`config.mk`:
```
export PLATFORM = sky130hd
export DESIGN_NAME = torus_x_wrapping_union_find_unit_flat
export DESIGN_NICKNAME = d
export VERILOG_FILES = /design/src/sv/txwuf_pkg.sv /design/src/sv/txwuf_occ_if.sv /design/src/sv/txwuf_res_if.sv /design/src/sv/torus_x_wrapping_union_find_unit.sv /design/src/flat_wrapper.sv
export SDC_FILE = /design/constraint.sdc
export NUM_CORES = 1
export LEC_CHECK = 0
export ABC_AREA = 1
export BUFFER_PORTS_ARGS = -buffer_cell sky130_fd_sc_hd__buf_2
export CAP_MARGIN = 20
export CORE_UTILIZATION = 50
export CTS_BUF_LIST = sky130_fd_sc_hd__clkbuf_8
export DETAILED_ROUTE_END_ITERATION = 8
export PLACE_DENSITY_LB_ADDON = 0.3
export SLEW_MARGIN = 20
export SYNTH_ARGS = -nofsm -noshare
export SYNTH_HDL_FRONTEND = slang
export SYNTH_SLANG_ARGS = --single-unit
```
`constraint.sdc`:
```
create_clock -name clk -period 6.75 [get_ports clk]
set_input_delay 1.35 -clock clk [delete_from_list [all_inputs] [get_ports clk]]
set_output_delay 1.35 -clock clk [all_outputs]
set_load 0.03 [all_outputs]
```
`src/sv/txwuf_pkg.sv`:
```
// Package: grid size, index and offset widths for the wrapping union-find unit.
`timescale 1ns / 1ps
package txwuf_pkg;
	localparam int SIDE  = 5;
	localparam int CELLS = SIDE * SIDE;
	localparam int IDX_W = $clog2(CELLS);
	localparam int RC_W  = $clog2(SIDE);
	localparam int OFF_W = 7;

	typedef logic [IDX_W-1:0]        idx_t;
	typedef logic [RC_W-1:0]         rc_t;
	typedef logic signed [OFF_W-1:0] off_t;
	typedef logic [CELLS-1:0]        word_t;
endpackage

```
`src/sv/txwuf_occ_if.sv`:
```
// Interface: valid/ready channel carrying one occupancy word.
`timescale 1ns / 1ps
interface txwuf_occ_if import txwuf_pkg::*; ();
	logic  valid;
	logic  ready;
	word_t occupancy_word;

	modport source (output valid, output occupancy_word, input ready);
	modport sink (input valid, input occupancy_word, output ready);
endinterface

```
`src/sv/txwuf_res_if.sv`:
```
// Interface: valid/ready channel carrying the wrapping answer.
`timescale 1ns / 1ps
interface txwuf_res_if import txwuf_pkg::*; ();
	logic valid;
	logic ready;
	logic wraps_horizontally;

	modport source (output valid, output wraps_horizontally, input ready);
	modport sink (input valid, input wraps_horizontally, output ready);
endinterface

```
`src/sv/torus_x_wrapping_union_find_unit.sv`:
```
// Top level: horizontal wrapping test on a periodic grid by union-find with offsets.
//
// occ carries one occupancy word per item (bit row*SIDE+column, 1 = occupied);
// result carries one word per item, wraps_horizontally = 1 when an occupied
// cluster winds around the torus horizontally. Both are valid/ready channels.
// The unit takes a word only when idle, then scans the 2*CELLS right/down edge
// slots in row-major order with one sequencer and a link store that has one
// read port and one write port and is cleared as a whole when a word is taken.
// For every live edge (both cells occupied) it runs a find on each of the two
// cells, walking the store one link per cycle and then relinking every node on
// the path straight to its root (compression keeps the paths short), and then
// joins the two roots. A new word is accepted only once the last one is done.
// Processing stops early at the first loop with a nonzero horizontal offset.
// The answer sits in an output register, so a new word is accepted while a
// stalled answer waits; a finished answer waits in place until that register
// frees up. Reset clears the sequencer and the output register; the link
// store is rebuilt at the start of every word.
`timescale 1ns / 1ps
module torus_x_wrapping_union_find_unit import txwuf_pkg::*; (
	input logic         clk,
	input logic         arst_n,
	txwuf_occ_if.sink   occ,
	txwuf_res_if.source result
);

	localparam logic [2:0] ST_IDLE = 3'd0;
	localparam logic [2:0] ST_EDGE = 3'd1;
	localparam logic [2:0] ST_WALK = 3'd2;
	localparam logic [2:0] ST_COMP = 3'd3;
	localparam logic [2:0] ST_JOIN = 3'd4;
	localparam logic [2:0] ST_DONE = 3'd5;

	logic [2:0] state_q;
	word_t      word_q;
	rc_t        r_q, c_q;
	idx_t       i_q;
	logic       down_q;    // 0: right edge slot, 1: down edge slot
	logic       fsel_q;    // 0: find on the scanned cell, 1: find on its neighbor
	idx_t       node_q;    // start node of the current find
	idx_t       cur_q;
	idx_t       root_q;
	idx_t       ra_q;
	off_t       sum_q;
	off_t       oa_q, ob_q;
	logic       wrap_q;
	logic       out_valid_q;
	logic       out_bit_q;

	// link store: parent and horizontal offset to parent per cell
	idx_t par_q [CELLS];
	off_t off_q [CELLS];

	idx_t rd_par;
	off_t rd_off;
	idx_t nb_idx;
	logic c_last, r_last;
	logic edge_live;
	logic last_slot;
	idx_t nxt_i;
	rc_t  nxt_r, nxt_c;
	off_t addend;
	off_t add_c;
	logic signed [OFF_W:0] oa_x, ob_x, dx_x, diff_c;
	logic accept;
	logic init;
	logic we_c;
	idx_t waddr_c, wpar_c;
	off_t woff_c;

	assign occ.ready                 = (state_q == ST_IDLE);
	assign accept                    = occ.valid && occ.ready;
	assign result.valid              = out_valid_q;
	assign result.wraps_horizontally = out_bit_q;

	assign rd_par = par_q[cur_q];
	assign rd_off = off_q[cur_q];

	// neighbor of the scanned cell, wrapping at the grid edges
	assign c_last = (c_q == rc_t'(SIDE - 1));
	assign r_last = (r_q == rc_t'(SIDE - 1));
	always_comb begin
		if (!down_q) begin
			nb_idx = c_last ? (i_q - idx_t'(SIDE - 1)) : (i_q + idx_t'(1));
		end else begin
			nb_idx = r_last ? idx_t'(c_q) : (i_q + idx_t'(SIDE));
		end
	end
	assign edge_live = word_q[i_q] && word_q[nb_idx];
	assign last_slot = down_q && (i_q == idx_t'(CELLS - 1));

	// step to the next edge slot: right then down, then the next cell
	always_comb begin
		nxt_i = i_q;
		nxt_r = r_q;
		nxt_c = c_q;
		if (down_q) begin
			nxt_i = i_q + idx_t'(1);
			nxt_c = c_last ? '0 : (c_q + rc_t'(1));
			nxt_r = c_last ? (r_q + rc_t'(1)) : r_q;
		end
	end

	// shared offset adder: accumulate on the walk, peel off on compression
	assign addend = (state_q == ST_COMP) ? -rd_off : rd_off;
	assign add_c  = sum_q + addend;

	// loop offset oa + dx - ob, one bit wider than the stored offsets
	assign oa_x   = {oa_q[OFF_W-1], oa_q};
	assign ob_x   = {ob_q[OFF_W-1], ob_q};
	assign dx_x   = {{OFF_W{1'b0}}, !down_q};
	assign diff_c = oa_x + dx_x - ob_x;

	// single write port of the store
	assign init = accept;
	always_comb begin
		we_c    = 1'b0;
		waddr_c = root_q;
		wpar_c  = ra_q;
		woff_c  = diff_c[OFF_W-1:0];
		if (state_q == ST_COMP) begin
			we_c    = (cur_q != root_q);
			waddr_c = cur_q;
			wpar_c  = root_q;
			woff_c  = sum_q;
		end else if (state_q == ST_JOIN) begin
			we_c = (ra_q != root_q);
		end
	end

	always_ff @(posedge clk) begin
		if (init) begin
			for (int k = 0; k < CELLS; k++) begin
				par_q[k] <= idx_t'(k);
				off_q[k] <= '0;
			end
		end else if (we_c) begin
			par_q[waddr_c] <= wpar_c;
			off_q[waddr_c] <= woff_c;
		end
	end

	always_ff @(posedge clk or negedge arst_n) begin
		if (!arst_n) begin
			state_q     <= ST_IDLE;
			word_q      <= '0;
			r_q         <= '0;
			c_q         <= '0;
			i_q         <= '0;
			down_q      <= 1'b0;
			fsel_q      <= 1'b0;
			node_q      <= '0;
			cur_q       <= '0;
			root_q      <= '0;
			ra_q        <= '0;
			sum_q       <= '0;
			oa_q        <= '0;
			ob_q        <= '0;
			wrap_q      <= 1'b0;
			out_valid_q <= 1'b0;
			out_bit_q   <= 1'b0;
		end else begin
			// load a finished answer, or drop the one the receiver takes
			if ((state_q == ST_DONE) && (!out_valid_q || result.ready)) begin
				out_valid_q <= 1'b1;
			end else if (result.ready) begin
				out_valid_q <= 1'b0;
			end
			case (state_q)
				ST_IDLE: begin
					if (accept) begin
						word_q  <= occ.occupancy_word;
						r_q     <= '0;
						c_q     <= '0;
						i_q     <= '0;
						down_q  <= 1'b0;
						wrap_q  <= 1'b0;
						state_q <= ST_EDGE;
					end
				end
				ST_EDGE: begin
					if (edge_live) begin
						cur_q   <= i_q;
						node_q  <= i_q;
						sum_q   <= '0;
						fsel_q  <= 1'b0;
						state_q <= ST_WALK;
					end else if (last_slot) begin
						state_q <= ST_DONE;
					end else begin
						down_q <= !down_q;
						i_q    <= nxt_i;
						r_q    <= nxt_r;
						c_q    <= nxt_c;
					end
				end
				ST_WALK: begin
					if (rd_par == cur_q) begin
						// root reached: sum_q is the offset from the start node
						root_q <= cur_q;
						cur_q  <= node_q;
						if (fsel_q) begin
							ob_q <= sum_q;
						end else begin
							oa_q <= sum_q;
						end
						state_q <= ST_COMP;
					end else begin
						sum_q <= add_c;
						cur_q <= rd_par;
					end
				end
				ST_COMP: begin
					if (cur_q == root_q) begin
						if (!fsel_q) begin
							ra_q    <= root_q;
							fsel_q  <= 1'b1;
							cur_q   <= nb_idx;
							node_q  <= nb_idx;
							sum_q   <= '0;
							state_q <= ST_WALK;
						end else begin
							state_q <= ST_JOIN;
						end
					end else begin
						// relink this node to the root, advance along the old path
						sum_q <= add_c;
						cur_q <= rd_par;
					end
				end
				ST_JOIN: begin
					if ((ra_q == root_q) && (diff_c != '0)) begin
						wrap_q  <= 1'b1;
						state_q <= ST_DONE;
					end else if (last_slot) begin
						state_q <= ST_DONE;
					end else begin
						down_q  <= !down_q;
						i_q     <= nxt_i;
						r_q     <= nxt_r;
						c_q     <= nxt_c;
						state_q <= ST_EDGE;
					end
				end
				ST_DONE: begin
					// hold the answer until the output register is free
					if (!out_valid_q || result.ready) begin
						out_bit_q <= wrap_q;
						state_q   <= ST_IDLE;
					end
				end
				default: begin
					state_q <= ST_IDLE;
				end
			endcase
		end
	end

endmodule

```
`src/flat_wrapper.sv`:
```
// flat-port wrapper written by rule: the top's interface ports become plain ports
module torus_x_wrapping_union_find_unit_flat import txwuf_pkg::*;
  (clk, arst_n, occ_valid, occ_occupancy_word, occ_ready, result_valid, result_wraps_horizontally, result_ready);
  txwuf_occ_if occ_i ();
  txwuf_res_if result_i ();
  input logic clk;
  input logic arst_n;
  input wire logic [$bits(occ_i.valid)-1:0] occ_valid;
  input wire logic [$bits(occ_i.occupancy_word)-1:0] occ_occupancy_word;
  output wire logic [$bits(occ_i.ready)-1:0] occ_ready;
  output wire logic [$bits(result_i.valid)-1:0] result_valid;
  output wire logic [$bits(result_i.wraps_horizontally)-1:0] result_wraps_horizontally;
  input wire logic [$bits(result_i.ready)-1:0] result_ready;
  assign occ_i.valid = occ_valid;
  assign occ_i.occupancy_word = occ_occupancy_word;
  assign occ_ready = occ_i.ready;
  assign result_valid = result_i.valid;
  assign result_wraps_horizontally = result_i.wraps_horizontally;
  assign result_i.ready = result_ready;
  torus_x_wrapping_union_find_unit u_core (.clk(clk), .arst_n(arst_n), .occ(occ_i), .result(result_i));
endmodule
```
# == Yosys cells after proc, flatten, opt, wreduce, memory -nomap -nowiden ==
# Memories as Yosys holds them, arrays and structs flattened.
# Cells that the tools add are included.
# Widths: inputs -> output; s select.
# totals
ramBits,300
n_memories,2
word_cells,163
in_bits,29
reg_bits,85
out_inout_bits,3
# mem_list
memory,depth,word_bits,rd,rd_ports_with_merged_regs,wr,line,rtl
u_core.off_q,25,7,1,0,25,torus_x_wrapping_union_find_unit.sv:51,off_t off_q [CELLS];
u_core.par_q,25,5,1,0,25,torus_x_wrapping_union_find_unit.sv:50,idx_t par_q [CELLS];
# classes
muxes,77
n_reduce_logical,30
n_lt_le_gt_ge,2
bitwise,1
add_sub_neg,9
n_eq_ne,25
# op_table
cell,n
$mux 5,18
$mux 3,20
$mux 7,7
$pmux 5 s3,2
$pmux 7 s3,1
$mux 1,20
$pmux 3 s3,2
$pmux 3 s6,1
$reduce_and 3->1,6
$ne 2x2->1 const B,8
$eq 5x5->1,3
$eq 3x3->1 const B,4
$lt 5x6->1 const B,2
$reduce_and 4->1,3
$bmux 1 s5,2
$ne 5x5->1,2
$pmux 5 s2,1
$add 7x2->8,1
$reduce_bool 8->1,1
$sub 8x7->8,1
$add 7x7->7,1
$neg 7->7,1
$reduce_or 7->1,1
$add 3x1->3 const B,2
other kinds (21),34

# == Logic depth before layout (Yosys ltp) ==
# logic_depth
word_depth,8
mapped_depth,30
ltp_nobuf,25

# == Least setup slack after synthesis ==
# Ideal clock, no wire load.
# synth_path
kind,flip-flop to flip-flop
startpoint,register u_core.cur_q[1]
endpoint,register u_core.sum_q[6]
path_slack_ps,3162
required_time_ps,6622
arrival_time_ps,3460
setup_time_ps,128
stages_incl_launch_ff,31
path_cell_list,dfrtp_1 > buf_2 > inv_2 > buf_6 > buf_6 > buf_6 > buf_4 > o21ai_0 > o221ai_1 > nand3_1 > o21ai_0 > nand2_1 > o21ai_2 > inv_1 > ha_1 > nor2_1 > xor2_1 > inv_1 > ha_1 > nand3b_1 > nand2_1 > nand2_1 > nand2_1 > a21oi_1 > xor2_1 > nand3b_1 > nand2_1 > inv_1 > nand3_1 > nand3_1 > o21ai_0
# synth_via
elab_chain_len,6
word_cells_on_any_way,13
classes_between,2 x add/sub; 4 x eq/ne; 4 x mux; 1 x reduce/logical; 2 x memory
# synth_rtl
item,line,rtl
from (decl),torus_x_wrapping_union_find_unit.sv:40,idx_t cur_q;
from (signal assigned),torus_x_wrapping_union_find_unit.sv:182,cur_q <= i_q;
from (signal assigned),torus_x_wrapping_union_find_unit.sv:200,cur_q <= node_q;
from (signal assigned),torus_x_wrapping_union_find_unit.sv:209,cur_q <= rd_par;
$mem_v2 25x7,--,
$neg 7->7,torus_x_wrapping_union_find_unit.sv:104,assign addend = (state_q == ST_COMP) ? -rd_off : rd_off;
$mux 7,torus_x_wrapping_union_find_unit.sv:104,
$add 7x7->7,torus_x_wrapping_union_find_unit.sv:105,assign add_c = sum_q + addend;
"$mux 7, on equally long branches","torus_x_wrapping_union_find_unit.sv:213, torus_x_wrapping_union_find_unit.sv:197",
$pmux 7 s3,torus_x_wrapping_union_find_unit.sv:168,case (state_q)
to (signal assigned),torus_x_wrapping_union_find_unit.sv:208,sum_q <= add_c;
to (signal assigned),torus_x_wrapping_union_find_unit.sv:219,sum_q <= '0;
to (signal assigned),torus_x_wrapping_union_find_unit.sv:226,sum_q <= add_c;
to (decl),torus_x_wrapping_union_find_unit.sv:43,off_t sum_q;
# Several ways; a longest one is shown, not always the timed one. The select of a mux whose other input is x is not followed.
# A chain may end at the register's enable or synchronous reset.

# == Worst setup path after layout ==
# Ends and elaborated chain as after synthesis.

==> results.md <==
- Clk sinks: 469
- Fmax: 205 MHz
- Footprint of the multi-input gates: 0.00792 mm²
- CP bufs+invs: 4
- Share of cells above drive strength 1: 9.18%
- Antenna violations before repair: 0
- H-Tree Depth: 3
- Fin crit share: 72.1%
- FILL cells: 4004
- CP Data Required Time: 7280 ps
- Hold Buf Count CTS: 0
- Power per cell area: 527 mW/mm²
- Most common cell after layout, fill and taps aside: nand2_1
- Clock buffer depth: 3
- Critical Path End Type: register
- Worst VDD drop: 0.000685 V
- Drt drc: 0
- Post-synthesis cell area: 0.0230 mm²
- Synth cell types: 46
- Via density: 5.69
- Root buffer cell: clkbuf_8
- Async S/R FF share, synth: 18.1%
- Sequential Area: 0.0137 mm²
- Detailed-route wire length per cell: 19.5 µm
- Maxcap violations: 0
- Die width: 216 µm
- Detail Route Antenna Nets: 0
- Final nets: 2520
- N_diodes: 0
- Tmin final: 4870 ps
- Worst-Margin Slew: 1250 ps
- CP peak stage delay: 730 ps
- Hold Path Class: register to register
- Tot GR Track Use: 26.0%
- Final number of setup-violating endpoints: 0
- Setup tns final: 0 ps
- Hold WS: 492 ps
- RSZ-0062 raised after global routing: false
- Chip Height: 216 µm
- Area delta synth->final: 7.54%
- 1st-iter DRT viols: 1835
- Mapped Cells: 2472
- Core region area: 0.0454 mm²
- Register area share after synthesis: 59.5%
- I/O Buffers: 31
- Gpl congestion: 0.877
- Max Slew Vio Count: 0
- Crit-path most repeated cell: nand2_1
- Status: finished, final reports clean
- Initial Utilization: 50.6%
- Post-CTS Resized: 0
- Largest net degree at the start of global routing: 201
- Most used DFF post-synth: edfxtp_1
- Final wirelength: 60600 µm
- Worst-path clk slew: 60 ps
- Mean post-synth cell area: 9.29 µm²
- Critical path startpoint category: register
- Crit-path max FO: 74
- First-pass GRT wire length: 94200 µm
- Die ar.: 0.0468 mm²
- Standard-cell rows: 78
- Highest-delay cell along the critical path: buf_4
- Clock Skews: 28.4 ps
- Max-slew headroom: 16.5%
- Worst skew pair latency: 660 ps
- FF+latch count, synth: 469
- TritonCTS clock tree: done
- Post-CTS setup buffers: 0
- Largest delay share family, worst path: simple AND/OR/NAND/NOR gates
- Syn. warnings: 0
- Kind of critical path: register to register
- CP arrival: 5400 ps
- Static leakage: 9.80 nW
- Vias in the first global route: 16800
- Total CTS buffers: 77
- Post-synth net total: 2533
- DP HPWL: 37400 µm
- Post-synth EDFFs: 384
- Grt total ovfl: 0
- Via Count: 17700
- Fin. Hold Viols: 0
- Most frequent cells in the layout: nand2_1 (585), nor2_1 (440), edfxtp_1 (384)
- IO Pins: 32
- 1st-pass router iterations: 5
==> cell type report <==
cell class | count | share of cell area, %
sequential | 469 | 55.3
multi-input combinational | 1689 | 32.1
clock buffer | 80 | 4.46
tap | 600 | 3.04
inverter | 161 | 2.47
timing repair buffer | 61 | 1.68
clock inverter | 55 | 0.953
==> through the flow <==
| stage | cells | area (µm²) | setup WS [ps] | util (%) | total power, W |
|---|---|---|---|---|---|
| 2_1_floorplan | 2472 | 23000 | 3160 | - | 0.00857 |
| 3_3_place_gp | 2979 | 23300 | 2180 | 51.4 | 0.0105 |
| 3_5_place_dp | 2979 | 23300 | 2070 | 51.4 | 0.0107 |
| 4_1_cts | 3114 | 24700 | 2070 | 54.3 | 0.0129 |
| 5_1_grt | 3115 | 24700 | 1630 | 54.4 | 0.0138 |
| 6_report | 3115 | 24700 | 1880 | 54.4 | 0.0130 |
==> state kept, by name, summed over array words and instances, names as in the netlist, 3 cells and up <==
signal / count
u_core.sum_q: 7
u_core.par_q: 160
u_core.i_q: 5
u_core.root_q: 5
u_core.ob_q: 7
u_core.r_q: 3
u_core.node_q: 5
u_core.off_q: 224
u_core.ra_q: 5
u_core.cur_q: 5
u_core.state_q: 3
u_core.word_q: 25
u_core.oa_q: 7
u_core.c_q: 3
==> synth_stat cells, types with 3 or more instances <==
cell type / number / area share (%)
nand2_1: 587 / 9.6
nor2_1: 440 / 7.2
edfxtp_1: 384 / 50
nand3_1: 247 / 5.4
o21ai_0: 160 / 3.5
inv_1: 132 / 2.2
dfrtp_1: 85 / 9.3
buf_2: 70 / 1.5
clkbuf_1: 47 / 0.77
o221ai_1: 46 / 1.8
o21ai_1: 44 / 0.96
a21oi_1: 39 / 0.85
ha_1: 30 / 1.6
inv_2: 26 / 0.43
buf_6: 18 / 0.88
xor2_1: 18 / 0.69
buf_4: 11 / 0.36
nor2_2: 9 / 0.25
o22ai_1: 8 / 0.22
buf_1: 7 / 0.11
nand2_2: 7 / 0.19
nand4_1: 7 / 0.19
nand3_2: 6 / 0.26
or2_2: 5 / 0.14
xnor2_1: 5 / 0.19
clkinv_1: 3 / 0.049
o211ai_1: 3 / 0.098
==> worst reg2reg max path, cell delays in order, from the launching register on <==
cell      delay (ps)
dfrtp_2          680
buf_4            740
o21ai_0          340
o221ai_1         270
nand3_1          130
o21ai_0          130
nand2_1           90
o21ai_2          120
inv_1             90
ha_1             240
nor2_1           140
xor2_1           170
inv_1             70
ha_1             340
nand3b_1         150
nand2_1           60
nand2_1           90
nand2_1           50
a21oi_1          140
xor2_1           210
nand3b_1         140
nand2_1           80
inv_1             60
nand3_1           70
nand3_1          100
o21ai_0           70
==> layer usage <==
metal / wire [µm] / part of all wire, % / GRT usage [%]
met5: 0 / 0 / 0
met4: 1830 / 3.0 / 10.3
met3: 5100 / 8.4 / 3.89
met2: 28700 / 47 / 42.1
met1: 25000 / 41 / 35.3
==> kinds of logic (layout without fill, tap and decap cells) <==
group | count (synthesis) | count (layout) | share of synthesized area, %
AND/OR/NAND/NOR | 1323 | 1323 | 23.8
flip-flops | 469 | 469 | 59.5
buffers and inverters | 314 | 357 | 6.28
AO/OA/AOI/OAI | 311 | 311 | 7.74
adder cells (fa/ha/maj) | 32 | 32 | 1.81
XOR/XNOR | 23 | 23 | 0.877
==> report_power, final <==
| part | internal, W | total, W | switching [W] |
|---|---|---|---|
| clock network | 0.00110 | 0.00222 | 0.00112 |
| registers | 0.00401 | 0.00430 | 0.000291 |
| logic | 0.00158 | 0.00650 | 0.00492 |
==> worst paths after layout <==
kind,slack (ps),from,cells past startpoint,end
worst max register to register,1880,u_core.cur_q[1]$_DFFE_PN0P_,25,u_core.sum_q[6]$_DFFE_PN0P_
worst min register to register,490,u_core.oa_q[6]$_DFFE_PN0P_,2,u_core.oa_q[6]$_DFFE_PN0P_
min in group asynchronous,700,arst_n,1,u_core.ob_q[5]$_DFFE_PN0P_
worst min-delay path,490,u_core.oa_q[6]$_DFFE_PN0P_,2,u_core.oa_q[6]$_DFFE_PN0P_
worst max-delay path,1880,u_core.cur_q[1]$_DFFE_PN0P_,25,u_core.sum_q[6]$_DFFE_PN0P_
max in group asynchronous,5030,arst_n,2,u_core.word_q[11]$_DFFE_PN0P_
(Power assumes the default switching activity.)
